### config.mk
export PLATFORM = sky130hd
export DESIGN_NAME = fte_ctrl
export DESIGN_NICKNAME = d
export VERILOG_FILES = /design/src/sv/fte_pkg.sv /design/src/sv/fte_ctrl.sv
export SDC_FILE = /design/constraint.sdc
export NUM_CORES = 1
export LEC_CHECK = 0
export CAP_MARGIN = 20
export CELL_PAD_IN_SITES_DETAIL_PLACEMENT = 1
export CELL_PAD_IN_SITES_GLOBAL_PLACEMENT = 2
export CORE_MARGIN = 4
export CORE_UTILIZATION = 35
export CTS_BUF_LIST = sky130_fd_sc_hd__clkbuf_16
export DETAILED_ROUTE_END_ITERATION = 10
export DONT_BUFFER_PORTS = 1
export GPL_ROUTABILITY_DRIVEN = 0
export PLACE_DENSITY = 0.78
export SLEW_MARGIN = 20
export SYNTH_ARGS = -nofsm -noshare
export SYNTH_HDL_FRONTEND = slang
export SYNTH_SLANG_ARGS = --single-unit
### constraint.sdc
create_clock -name clk -period 3.2 [get_ports clk]
set_input_delay 0.32 -clock clk [delete_from_list [all_inputs] [get_ports clk]]
set_output_delay 0.32 -clock clk [all_outputs]
set_load 0.05 [all_outputs]
### src/sv/fte_pkg.sv
package fte_pkg;

  // default table size and configuration address width
  localparam int TABLE_ENTRIES_DEF = 4096;
  localparam int ADDR_W            = 4;

  localparam logic [15:0] ENTRY_FREE    = 16'h0000;
  localparam logic [15:0] ENTRY_END     = 16'hFFFF;
  localparam logic [15:0] CHAIN_END_MIN = 16'hFFF8;
  localparam int          SECTOR_SHIFT  = 8;  // 256 entries per fat sector

  // register reset values
  localparam logic [4:0]  FAT_SECTORS_RESET = 5'd16;
  localparam logic [31:0] DATA_START_RESET  = 32'd0;
  localparam logic [7:0]  SEC_PER_CL_RESET  = 8'd1;

  typedef enum logic [1:0] {
    REG_FAT_SECTORS = 2'd0,
    REG_DATA_START  = 2'd1,
    REG_SEC_PER_CL  = 2'd2
  } fte_reg_t;

  typedef enum logic [2:0] {
    OP_READ      = 3'd0,
    OP_WRITE     = 3'd1,
    OP_ALLOCATE  = 3'd2,
    OP_FREE      = 3'd3,
    OP_TO_SECTOR = 3'd4
  } fte_op_t;

  typedef enum logic [1:0] {
    ST_OK     = 2'd0,
    ST_NOFREE = 2'd1,
    ST_RANGE  = 2'd2
  } fte_status_t;

  typedef enum logic [1:0] {
    RES_ZERO  = 2'd0,
    RES_RDATA = 2'd1,
    RES_SCAN  = 2'd2
  } fte_res_t;

  // commands from controller to datapath
  typedef struct packed {
    logic        clear_step;
    logic        latch;
    logic        rd_cl;
    logic        wr_cl;
    logic        scan_init;
    logic        scan;
    logic        walk_init;
    logic        walk;
    logic        mul;
    logic        finish;
    fte_res_t    res_sel;
    logic        addr_en;
    fte_status_t st;
    logic        load_out;
  } fte_cmd_t;

  // status from datapath to controller
  typedef struct packed {
    logic [2:0] op;
    logic       cl_in_table;
    logic       cl_low;
    logic       clear_last;
    logic       scan_found;
    logic       scan_more;
    logic       walk_end;
    logic       walk_range;
  } fte_stat_t;

endpackage

### src/sv/fte_ctrl.sv
module fte_ctrl (
  input  logic                clk,
  input  logic                rst,
  input  logic                req_valid,
  output logic                req_ready,
  output logic                rsp_valid,
  input  logic                rsp_ready,
  output fte_pkg::fte_cmd_t   cmd,
  input  fte_pkg::fte_stat_t  stat
);

  typedef enum logic [7:0] {
    S_CLEAR  = 8'b0000_0001,
    S_IDLE   = 8'b0000_0010,
    S_EXEC   = 8'b0000_0100,
    S_RDWAIT = 8'b0000_1000,
    S_ADDS   = 8'b0001_0000,
    S_SCAN   = 8'b0010_0000,
    S_WALK   = 8'b0100_0000,
    S_RESP   = 8'b1000_0000
  } state_t;

  state_t state, state_next;
  logic   rsp_valid_next;

  assign req_ready = state == S_IDLE;

  always_comb begin
    cmd        = '0;
    state_next = state;
    case (state)
      S_CLEAR: begin
        cmd.clear_step = 1'b1;
        if (stat.clear_last) state_next = S_IDLE;
      end
      S_IDLE: begin
        if (req_valid) begin
          cmd.latch  = 1'b1;
          state_next = S_EXEC;
        end
      end
      S_EXEC: begin
        state_next = S_RESP;
        cmd.finish = 1'b1;
        cmd.st     = fte_pkg::ST_OK;
        case (stat.op)
          fte_pkg::OP_READ: begin
            if (stat.cl_in_table) begin
              cmd.finish = 1'b0;
              cmd.rd_cl  = 1'b1;
              state_next = S_RDWAIT;
            end else begin
              cmd.st = fte_pkg::ST_RANGE;
            end
          end
          fte_pkg::OP_WRITE: begin
            if (stat.cl_in_table) cmd.wr_cl = 1'b1;
            else cmd.st = fte_pkg::ST_RANGE;
          end
          fte_pkg::OP_ALLOCATE: begin
            cmd.finish    = 1'b0;
            cmd.scan_init = 1'b1;
            state_next    = S_SCAN;
          end
          fte_pkg::OP_FREE: begin
            if (!stat.cl_low) begin
              cmd.finish    = 1'b0;
              cmd.walk_init = 1'b1;
              state_next    = S_WALK;
            end
          end
          fte_pkg::OP_TO_SECTOR: begin
            cmd.finish = 1'b0;
            cmd.mul    = 1'b1;
            state_next = S_ADDS;
          end
          default: begin
            cmd.st = fte_pkg::ST_RANGE;
          end
        endcase
      end
      S_RDWAIT: begin
        cmd.finish  = 1'b1;
        cmd.res_sel = fte_pkg::RES_RDATA;
        state_next  = S_RESP;
      end
      S_ADDS: begin
        cmd.finish  = 1'b1;
        cmd.addr_en = 1'b1;
        cmd.st      = stat.cl_in_table ? fte_pkg::ST_OK : fte_pkg::ST_RANGE;
        state_next  = S_RESP;
      end
      S_SCAN: begin
        cmd.scan = 1'b1;
        if (stat.scan_found) begin
          cmd.finish  = 1'b1;
          cmd.res_sel = fte_pkg::RES_SCAN;
          state_next  = S_RESP;
        end else if (!stat.scan_more) begin
          cmd.finish = 1'b1;
          cmd.st     = fte_pkg::ST_NOFREE;
          state_next = S_RESP;
        end
      end
      S_WALK: begin
        cmd.walk = 1'b1;
        if (stat.walk_end) begin
          cmd.finish = 1'b1;
          state_next = S_RESP;
        end else if (stat.walk_range) begin
          cmd.finish = 1'b1;
          cmd.st     = fte_pkg::ST_RANGE;
          state_next = S_RESP;
        end
      end
      S_RESP: begin
        if (!rsp_valid || rsp_ready) begin
          cmd.load_out = 1'b1;
          state_next   = S_IDLE;
        end
      end
      default: begin
        state_next = S_IDLE;
      end
    endcase
  end

  always_comb begin
    rsp_valid_next = rsp_valid;
    if (rsp_ready) rsp_valid_next = 1'b0;
    if (cmd.load_out) rsp_valid_next = 1'b1;
  end

  always_ff @(posedge clk) begin
    if (rst) begin
      state     <= S_CLEAR;
      rsp_valid <= 1'b0;
    end else begin
      state     <= state_next;
      rsp_valid <= rsp_valid_next;
    end
  end

  a_accept_exec: assert property (@(posedge clk) disable iff (rst)
    req_valid && req_ready |=> state == S_EXEC)
    else $error("accepted transaction not executed");

  a_load_valid: assert property (@(posedge clk) disable iff (rst)
    cmd.load_out |=> rsp_valid)
    else $error("result loaded without valid");

  a_resp_hold: assert property (@(posedge clk) disable iff (rst)
    state == S_RESP && rsp_valid && !rsp_ready |=> state == S_RESP)
    else $error("waiting result overwritten");

endmodule

Yosys cells after proc, flatten, opt, wreduce, memory -nomap -nowiden. Index checks and enable logic that the tools add are counted.

Bits of input ports: 14. Word-level logic and storage cells: 76. Bits in registers: 9. Output and inout port bits: 18.

Multiplexer cells: 48. Reduce and logical (&&, ||, !) cells: 9. Eq/ne operators: 17.

Operator list (number): $mux 8 (9); $pmux 8 s7 (1); $pmux 8 s4 (1); $mux 1 (27); $eq 8x1->1 const B (1); $eq 8x2->1 const B (1); $eq 8x3->1 const B (1); $eq 8x4->1 const B (1); $eq 8x5->1 const B (1); $eq 8x6->1 const B (1); $eq 8x7->1 const B (1); $eq 8x8->1 const B (1); $mux 2 (4); $pmux 2 s2 (2); $pmux 2 s4 (1); $eq 3x2->1 const B (2); $ne 2x2->1 const B (3); $ne 3x3->1 const B (2); $reduce_or 2->1 (3); $reduce_and 5->1 (1); $pmux 1 s4 (1); $eq 3x1->1 const B (1); $eq 3x3->1 const B (1); $logic_not 3->1 (1); 6 further kinds (6).

Logic depth before layout (Yosys ltp). Gate-level depths: netlist of run 1.

Depth in word-level cells: 5. Gate-level depth with buffers: 5. Mapped depth without buffers: 4.

Worst setup path before layout of run 1. OpenSTA, ideal clock, no wires.

Path kind: reg-to-output. From: reg state[1]. To: out cmd[1] in the netlist's numbering. Data required time: 2.880 ns. Cell stages (with the launch flop): 3. Data arrival time: 2.452 ns. Slack: 0.428 ns. Path buffers: 0. Cell sequence: dfxtp_1 -> or4_1 -> nor4_1.

RTL lines: start, declared (RTL line fte_ctrl.sv:23) `state_t state, state_next;`; start signal, assigned (RTL line fte_ctrl.sv:139) `state <= state_next;`; end, declared (RTL line fte_ctrl.sv:8) `output fte_pkg::fte_cmd_t cmd,`.

==> metrics.md, run 1 <==
| Metric | Value |
|---|---|
| Cell Pwr Density | `435.9 mW/mm2` |
| Antenna Nets Post-Route | `0` |
| Worst Reg-to-Reg Cells | `4` |
| Critical-path top delay cell | `nor4_1` |
| First-pass GRT wire length | `3677 um` |
| Worst Max-Slew Pin Slew | `880.9 ps` |
| Tcrit/Tclk final | `83.99%` |
| Largest cells by area after synthesis | `dfxtp_1 (25%), nand4b_1 (4.8%), nor2_1 (4.6%)` |
| Sinks on the clock net | `9` |
| WP buf/inv | `1` |
| Met2 wire len | `1125 um` |
| Nets | `120` |
| Largest net degree at the start of global routing | `12` |
| FF+latch count, synth | `9` |
| Initial antenna violation count | `0` |
| Residual DRC count | `0` |
| DP Area | `854.6 um2` |
| Top Metal Used | `met3` |
| Total track usage | `17.83%` |
| Finished Core Util | `47.10%` |
| Rows | `16` |
| Routed wire length per instance | `17.02 um` |
| DR vias | `759` |
| Wire length on met1 | `970 um` |
| Sum Neg Setup Slack | `0 ps` |
| Crit path depth | `4` |
| Crit-path max cell delay | `560 ps` |
| Post-synth top cells | `dfxtp_1 (9), nor2_1 (9), inv_1 (7)` |
| Setup Buffers After CTS | `0` |
| CP arrival | `2370 ps` |
| Layout cell share with drive strength beyond 1 | `26.67%` |
| Clock Path Buffers | `2` |
| Clk pin slew, worst setup/hold paths | `40 ps` |
| Req. time, crit path | `2880 ps` |
| Ant. Diodes | `0` |
| Pre-CTS setup slack | `844.1 ps` |
| CTS Buf Count | `3` |
| Syn. warnings | `0` |
| Reg2reg start | `state[7]` |
| I/O Buffers | `0` |
| Synth top area share | `24.53%` |
| LEAKAGE | `0.3967 nW` |
| Post-cts sizing count | `0` |
| Worst IR Drop VDD | `387.2 uV` |
| Clock Skews | `0.4373 ps` |
| Die X | `53.81 um` |
| Slew Limit Fails | `0` |
| Max Freq | `372.1 MHz` |
| Worst-Skew Late Latency | `240 ps` |
| Final Hold Viols | `0` |
| DRT Wirelength | `2247 um` |
| CTS H-tree lvls | `1` |
| Final setup viols | `0` |
| Hold buffers post-CTS | `0` |
| Synth Area per Inst | `7.983 um2` |
| Fin crit period | `2688 ps` |
| CP Class | `flop to output pin` |
| I/O Pins | `32` |
| Grt ovf | `0` |
| Syn nets | `106` |
| Vias per Instance | `5.750` |
| Post-DP HPWL | `1711 um` |
| Yosys cell types | `39` |
| Relative slew margins | `41.01%` |
| CP cell instances | `nor4_1 -> nand4b_1 -> inv_1 -> and2_1` |
| CTS tree | `built` |
| PnR worst setup slack | `512.5 ps` |
| Share of async-settable or async-resettable flops after synthesis | `0%` |
| Core Region | `0.001982 mm2` |
| Die area | `0.002896 mm2` |
| Post-Syn Area | `734.5 um2` |
| MaxCap Viol Count | `0` |
| Final cell count without fillers | `132` |
| Starting density of the core | `37.06%` |
| Unrepaired setup endpoints after global routing | `false` |
| EDFF count, synth | `0` |
| Sequential fraction of the synthesis area | `24.53%` |
| Top_reg_cell synth | `dfxtp_1` |
| FF-to-FF setup slack | `1100 ps` |
| Final Cell Area | `933.4 um2` |
| Vias in the first global route | `793` |
| Area grow syn2layout | `27.09%` |
| Worst setup path end | `cmd[14]` |
| Status | `finished, final reports clean` |
| Placed Cells | `128` |
| R2R Path End | `state[0]` |
| DRT iter0 DRCs | `10` |
| Post-synth top area cell | `dfxtp_1` |
| Root buf cell | `clkbuf_16` |
| Drt pass-1 iters | `5` |
| Type of origin of the critical path | `flop` |
| Met3 wire len | `151 um` |
| Die H | `53.81 um` |
| Worst Hold Class | `input pin to flop` |
| Cells after Synth | `92` |
| CP Capture Type | `output pin` |
| Critical path origin | `state[7]` |
| Worst Path Max Fanout | `9` |
| Worst path top cell family by delay | `simple AND/OR/NAND/NOR gates` |
[layout by cell type, fill, tap and decap left out, drive strengths merged, types with 4 or more instances in the layout]
cell type	n
nor3b	4
nor2b	4
nand4b	4
nor4	6
nor3	5
nor2	9
dfxtp	9
nand2	5
inv	8
buf	12
[worst register-to-register path, cell delays in order, from the launching register on]
cell and delay, ps:
dfxtp_1 380, nor4_1 570, nand2_1 130, nor3b_2 760, a21o_1 210
[sequential cells by signal, indices dropped and copies added (netlist names)]
register,cells
state,8
rsp_valid,1
[power breakdown]
group          internal, mW  switching, mW
Combinational        0.0204         0.0400
Sequential            0.117        0.00712
Clock                 0.164         0.0589
Total                 0.301          0.106
[cells by family after synthesis]
family                 share of synthesized area, %
AO/OA/AOI/OAI                                 19.42
flip-flops                                    24.53
AND/OR/NAND/NOR                               50.42
buffers and inverters                         5.623
[cell type report]
type | instances | area (um2)
clock buffer | 3 | 75.07
clock inverter | 1 | 3.754
tap | 27 | 33.78
inverter | 7 | 26.28
fill | 237 | 1049
sequential | 9 | 180.2
multi-input combinational | 73 | 524.3
timing repair buffer | 12 | 90.09
[how the worst min path moves through the flow]
stage | start | to | slack (ps) | cells after the start
after floorplan | rst | rsp_valid | 390 | 1
after global placement | rst | state[7] | 390 | 1
after detailed placement | rst | rsp_valid | 390 | 1
after CTS | stat[8] | state[3] | 150 | 1
after global routing | rst | state[5] | 140 | 1
final | stat[8] | state[3] | 150 | 1
[per-layer routing]
metal / vias to the layer above / GRT usage, %
li1: 372 / -
met1: 364 / 21.52
met2: 23 / 28.43
met3: 0 / 7.202
met4: 0 / 5.957
met5: - / 0
[through the flow]
step                      hold WS, ps  total power [mW]
after floorplan                 389.1            0.1773
after global placement          391.7            0.1845
after detailed placement        393.3            0.1855
after global routing            144.6            0.4243
final                           149.7            0.4069
after CTS                       148.6            0.4101
Note: power is estimated with default switching activity, not from simulation.
==> run 2, diff against run 1 <==
--- a/config.mk
+++ b/config.mk
@@ -5,16 +5,17 @@
 export SDC_FILE = /design/constraint.sdc
 export NUM_CORES = 1
 export LEC_CHECK = 0
+export ABC_AREA = 1
 export CAP_MARGIN = 20
 export CELL_PAD_IN_SITES_DETAIL_PLACEMENT = 1
 export CELL_PAD_IN_SITES_GLOBAL_PLACEMENT = 2
 export CORE_MARGIN = 4
-export CORE_UTILIZATION = 35
+export CORE_UTILIZATION = 28
 export CTS_BUF_LIST = sky130_fd_sc_hd__clkbuf_16
 export DETAILED_ROUTE_END_ITERATION = 10
 export DONT_BUFFER_PORTS = 1
 export GPL_ROUTABILITY_DRIVEN = 0
-export PLACE_DENSITY = 0.78
+export PLACE_DENSITY = 0.71
 export SLEW_MARGIN = 20
 export SYNTH_ARGS = -nofsm -noshare
 export SYNTH_HDL_FRONTEND = slang
==> constraint.sdc (replaced) <==
create_clock -name clk -period 2.8 [get_ports clk]
set_input_delay 0.28 -clock clk [delete_from_list [all_inputs] [get_ports clk]]
set_output_delay 0.28 -clock clk [all_outputs]
set_load 0.05 [all_outputs]
==> metrics.md, run 2 <==
| Metric | Value |
|---|---|
| Root buf cell | `clkbuf_16` |
| CP Class | `flop to output pin` |
| Req. time, crit path | `2520 ps` |
| Worst Hold Class | `input pin to flop` |
| Top_reg_cell synth | `dfxtp_1` |
| Grt ovf | `0` |
| I/O Pins | `32` |
| Syn. warnings | `0` |
| DRT Wirelength | `2147 um` |
| CTS tree | `built` |
| Hold buffers post-CTS | `0` |
| Layout cell share with drive strength beyond 1 | `19.57%` |
| Antenna Nets Post-Route | `0` |
| MaxCap Viol Count | `0` |
| First-pass GRT wire length | `3588 um` |
| Core Region | `0.002477 mm2` |
| Worst Path Max Fanout | `5` |
| Cell Pwr Density | `520.0 mW/mm2` |
| Post-Synth Simple-Gate Area | `53.78%` |
| DP Area | `852.1 um2` |
| CTS Buf Count | `3` |
| Post-synth top cells | `nor2_1 (28), inv_1 (22), nand2_1 (20)` |
| Worst-Skew Late Latency | `240 ps` |
| Vias per Instance | `4.810` |
| Post-DP HPWL | `1849 um` |
| Biggest regs | `state: 8 flops, rsp_valid: 1 flops` |
| Synth top area share | `24.74%` |
| Mux cell area share after synthesis | `0%` |
| Share of async-settable or async-resettable flops after synthesis | `0%` |
| LEAKAGE | `0.4571 nW` |
| Drt pass-1 iters | `2` |
| Tcrit/Tclk final | `78.11%` |
| DRT iter0 DRCs | `9` |
| Total track usage | `13.51%` |
| CP Capture Type | `output pin` |
| Compound-Gate Fraction of Synth Area | `7.388%` |
| Ant. Diodes | `0` |
| Max FFs per register | `8` |
| Adder-Cell Fraction of Synth Area | `0%` |
| Worst IR Drop VDD | `377.6 uV` |
| Clock group share of total power | `51.8%` |
| Nets | `153` |
| Critical path origin | `state[1]` |
| Post-synth top area cell | `dfxtp_1` |
| Largest reg by FF count | `state` |
| Largest net degree at the start of global routing | `7` |
| Cells after Synth | `124` |
| Largest family of logic cells by synthesized area | `simple AND/OR/NAND/NOR gates` |
| Most frequent cells in the layout | `nor2_1 (28), inv_1 (23), nand2_1 (20), nand3_1 (12), buf_4 (11)` |
| Type of origin of the critical path | `flop` |
| Critical-path top delay cell | `nor2_4` |
| Unrepaired setup endpoints after global routing | `false` |
| Routed wire length per instance | `12.78 um` |
| Die area | `0.003480 mm2` |
| Setup Buffers After CTS | `0` |
| Crit-path max cell delay | `360 ps` |
| Switching Share | `28.50%` |
| CTS H-tree lvls | `1` |
| Final cell count without fillers | `168` |
| Area grow syn2layout | `27.84%` |
| Final Hold Viols | `0` |
| Die H | `59.00 um` |
| Sequential group share of total power | `28.8%` |
| Fill cells | `339` |
| Hold path start | `rst` |
| Met2 wire len | `1062 um` |
| Met3 wire len | `128 um` |
| Placed Cells | `164` |
| Yosys cell types | `20` |
| Relative slew margins | `44.53%` |
| Syn nets | `138` |
| Rows | `18` |
| Sequential fraction of the synthesis area | `24.74%` |
| Final setup viols | `0` |
| Final Cell Area | `930.9 um2` |
| Fin crit period | `2187 ps` |
| Wire length on met1 | `932 um` |
| Commonest non-fill, non-tap cell in the layout | `nor2_1` |
| Most frequent cell after synthesis | `nor2_1` |
| CP cell instances | `nor2_2 -> nand2_2 -> nor2_4 -> o21ai_0 -> o21ai_0 -> nor2_1 -> inv_1` |
| CP arrival | `1910 ps` |
| CP dominant cell by count | `o21ai_0` |
| Xor/xnor cell area share of the yosys netlist | `0%` |
| DR vias | `808` |
| Sw Pwr | `0.1379 mW` |
| Sinks on the clock net | `9` |
| Synth Area per Inst | `5.873 um2` |
| Max Freq | `457.2 MHz` |
| Hold Worst Slack | `111.3 ps` |
| Initial antenna violation count | `0` |
| Worst Max-Slew Pin Slew | `827.6 ps` |
| Post-cts sizing count | `0` |
| Combinational Power Share | `19.5%` |
| Post-Syn Area | `728.2 um2` |
| Sum Neg Setup Slack | `0 ps` |
| Top Metal Used | `met4` |
| Starting density of the core | `29.39%` |
| Die X | `59.00 um` |
| EDFF count, synth | `0` |
| I/O Buffers | `0` |
| Int Power | `0.3461 mW` |
| Largest cells by area after synthesis | `dfxtp_1 (25%), nor2_1 (14%), inv_1 (11%)` |
| Clock Path Buffers | `2` |
| Residual DRC count | `0` |
| Clock Skews | `2.206 ps` |
| FF+latch count, synth | `9` |
| Clk pin slew, worst setup/hold paths | `40 ps` |
| Reg2reg start | `state[7]` |
| Vias in the first global route | `868` |
| Status | `finished, final reports clean` |
| Slew Limit Fails | `0` |
-- run 2: layout make-up --
class                   count  area [um2]  area share (%)
multi-input cells          89       456.7           49.06
flip-flops and latches      9       180.2           19.35
inverters                  25       95.09           10.22
repair buffers             11       82.58           8.871
clock buffers               3       75.07           8.065
well taps                  30       37.54           4.032
clock inverters             1       3.754          0.4032
-- run 2: power groups by stage --
stage	clock network (mW)	logic, mW	registers [mW]
floorplan	0	0.0784	0.140
CTS	0.256	0.0961	0.139
global placement	0	0.0942	0.141
detailed placement	0	0.0957	0.141
global route	0.261	0.105	0.140
finish	0.251	0.0943	0.139
-- run 2: path summary, 6_finish.rpt --
check / to / slack, ps / depth (start not counted)
setup / recovery: cmd[6] / 610 / 7
hold / removal: rsp_valid / 110 / 1
setup reg to reg: state[5] / 1110 / 7
hold reg to reg: state[5] / 630 / 3
-- run 2: stage by stage --
stage | utilization, % | power (mW) | setup slack (ps)
floorplan | - | 0.2189 | 279.3
global placement | 34.39 | 0.2352 | 884.9
detailed placement | 34.39 | 0.2369 | 853.3
CTS | 37.58 | 0.4907 | 592.8
global route | 37.58 | 0.5059 | 398.2
finish | 37.58 | 0.4840 | 612.9
-- run 2: routing by layer --
layer	vias to the layer above	GRT usage (%)
met3	2	4.793
met5	-	0
met4	0	3.883
li1	419	-
met2	24	23.97
met1	363	15.10
-- run 2: critical path, delay by kind of cell (launching register included) --
| kind | cells | cell delay (ps) |
|---|---|---|
| flops | 1 | 310 |
| simple gates | 4 | 780 |
| buf+inv | 1 | 320 |
| compound gates | 2 | 250 |
-- run 2: logic make-up (layout without fill, tap and decap cells) --
kind of cell	Yosys count	in the layout
DFF	9	9
and+or+nand+nor	79	79
buffers and inverters	26	40
AOI/OAI and AO/OA	10	10
==> run 3, diff against run 2 <==
==> constraint.sdc (replaced) <==
create_clock -name clk -period 2.2 [get_ports clk]
set_input_delay 0.22 -clock clk [delete_from_list [all_inputs] [get_ports clk]]
set_output_delay 0.22 -clock clk [all_outputs]
set_load 0.05 [all_outputs]
==> metrics.md, run 3 (synthesis results as in run 2) <==
| Metric | Value |
|---|---|
| Worst IR Drop VDD | `514.0 uV` |
| Worst Path Max Fanout | `6` |
| FF-to-FF setup slack | `550 ps` |
| MaxCap Viol Count | `0` |
| Layout cell share with drive strength beyond 1 | `24.31%` |
| Die area | `0.003480 mm2` |
| Max FFs per register | `8` |
| Nets | `159` |
| CP Class | `flop to output pin` |
| R2R Path End | `state[5]` |
| Commonest non-fill, non-tap cell in the layout | `nor2_1` |
| Clock Skews | `4.381 ps` |
| Status | `finished, final reports clean` |
| Post-DP HPWL | `1920 um` |
| DRT Wirelength | `2301 um` |
| Initial antenna violation count | `0` |
| First-pass GRT wire length | `3891 um` |
| Worst Max-Slew Pin Slew | `578.3 ps` |
| I/O Pins | `32` |
| Starting density of the core | `29.39%` |
| Type of origin of the critical path | `flop` |
| Antenna Nets Post-Route | `0` |
| DRT iter0 DRCs | `14` |
| Routed wire length per instance | `13.22 um` |
| Rows | `18` |
| Die X | `59.00 um` |
| Final Cell Area | `994.7 um2` |
| Max Freq | `540.7 MHz` |
| CP arrival | `1630 ps` |
| CTS tree | `built` |
| CTS Buf Count | `3` |
| LEAKAGE | `0.4919 nW` |
| Area grow syn2layout | `36.60%` |
| Cell Pwr Density | `646.8 mW/mm2` |
| Die H | `59.00 um` |
| Largest net degree at the start of global routing | `7` |
| Vias per Instance | `4.822` |
| Sinks on the clock net | `9` |
| Worst-Skew Late Latency | `240 ps` |
| PnR worst setup slack | `350.5 ps` |
| Clock Path Buffers | `2` |
| Final setup viols | `0` |
| CTS H-tree lvls | `1` |
| Unrepaired setup endpoints after global routing | `false` |
| CP Capture Type | `output pin` |
| Grt ovf | `0` |
| Total power | `0.6434 mW` |
| Post-cts sizing count | `0` |
| Setup Buffers After CTS | `0` |
| Ant. Diodes | `0` |
| Vias in the first global route | `884` |
| Core Region | `0.002477 mm2` |
| Final cell count without fillers | `174` |
| Largest reg by FF count | `state` |
| I/O Buffers | `0` |
| Pre-CTS setup slack | `532.9 ps` |
| Req. time, crit path | `1980 ps` |
| DP Area | `914.6 um2` |
| Clk pin slew, worst setup/hold paths | `40 ps` |
| Biggest regs | `state: 8 flops, rsp_valid: 1 flops` |
| Hold buffers post-CTS | `0` |
| Hold path depth | `1` |
| Worst Hold Class | `input pin to flop` |
| Placed Cells | `170` |
| Final Hold Viols | `0` |
| Relative slew margins | `61.32%` |
| Worst Reg-to-Reg Cells | `7` |
| Tcrit/Tclk final | `84.07%` |
| Slew Limit Fails | `0` |
| Root buf cell | `clkbuf_16` |
| Worst Hold Path EP | `rsp_valid` |
| Drt pass-1 iters | `2` |
| Reg2reg start | `state[7]` |
| Fin crit period | `1850 ps` |
| DR vias | `839` |
| Most frequent cells in the layout | `nor2_1 (28), inv_1 (22), nand2_1 (20), buf_4 (16), nand3_1 (12)` |
| Total track usage | `14.83%` |
| Sum Neg Setup Slack | `0 ps` |
| Residual DRC count | `0` |
| Hold path start | `rst` |
## run 3: cell count changes in the layout (fill, tap and decap cells not counted)
cell,change
buf_4,+5
buf_12,+1
clkinv_2,+1
inv_1,-1
nor3_1,-1
nor3_2,+1
## run 3: final cells by class
cell class / instances / area (um2)
well taps: 30 / 37.54
multi-input cells: 89 / 461.7
inverters: 25 / 95.09
clock inverters: 1 / 5.005
fillers: 338 / 1483
repair buffers: 17 / 140.1
flip-flops and latches: 9 / 180.2
clock buffers: 3 / 75.07
## run 3: layer usage
metal / global-route usage (%) / vias up / share of wire [%] / wire length (um)
met4: 7.767 / 0 / 2.3 / 53
met3: 3.704 / 5 / 5.6 / 128
li1: - / 432 / - / -
met5: 0 / - / 0 / 0
met1: 17.80 / 380 / 44 / 1019
met2: 24.29 / 22 / 48 / 1100
## run 3: power by group
group / total, mW / internal, mW / switching [mW]
Clock: 0.335 / 0.241 / 0.0938
Sequential: 0.177 / 0.171 / 0.00647
Combinational: 0.131 / 0.0410 / 0.0904
Total: 0.643 / 0.453 / 0.191
## run 3: worst max path at each step
stage                  start        to  slack, ps  depth (start not counted)
finish              state[7]   cmd[11]        350                          5
detailed placement  state[7]  state[5]        530                          7
global placement    state[7]  state[5]        600                          7
floorplan           state[2]    cmd[6]        100                          7
CTS                 state[7]   cmd[11]        340                          5
global route        state[4]    cmd[2]        200                          8
## run 3: metrics by stage
stage               util, %  hold WS (ps)
floorplan                 -         289.1
global placement      36.92         293.5
detailed placement    36.92         296.4
CTS                   40.15         47.98
global route          40.15         44.09
finish                40.15         48.98
## run 3: worst max-delay path, cell delays in order (launching register included)
cell,delay [ps]
dfxtp_1,340
nor2_4,180
nand3_4,130
nor2_4,190
inv_2,100
nor3_4,460
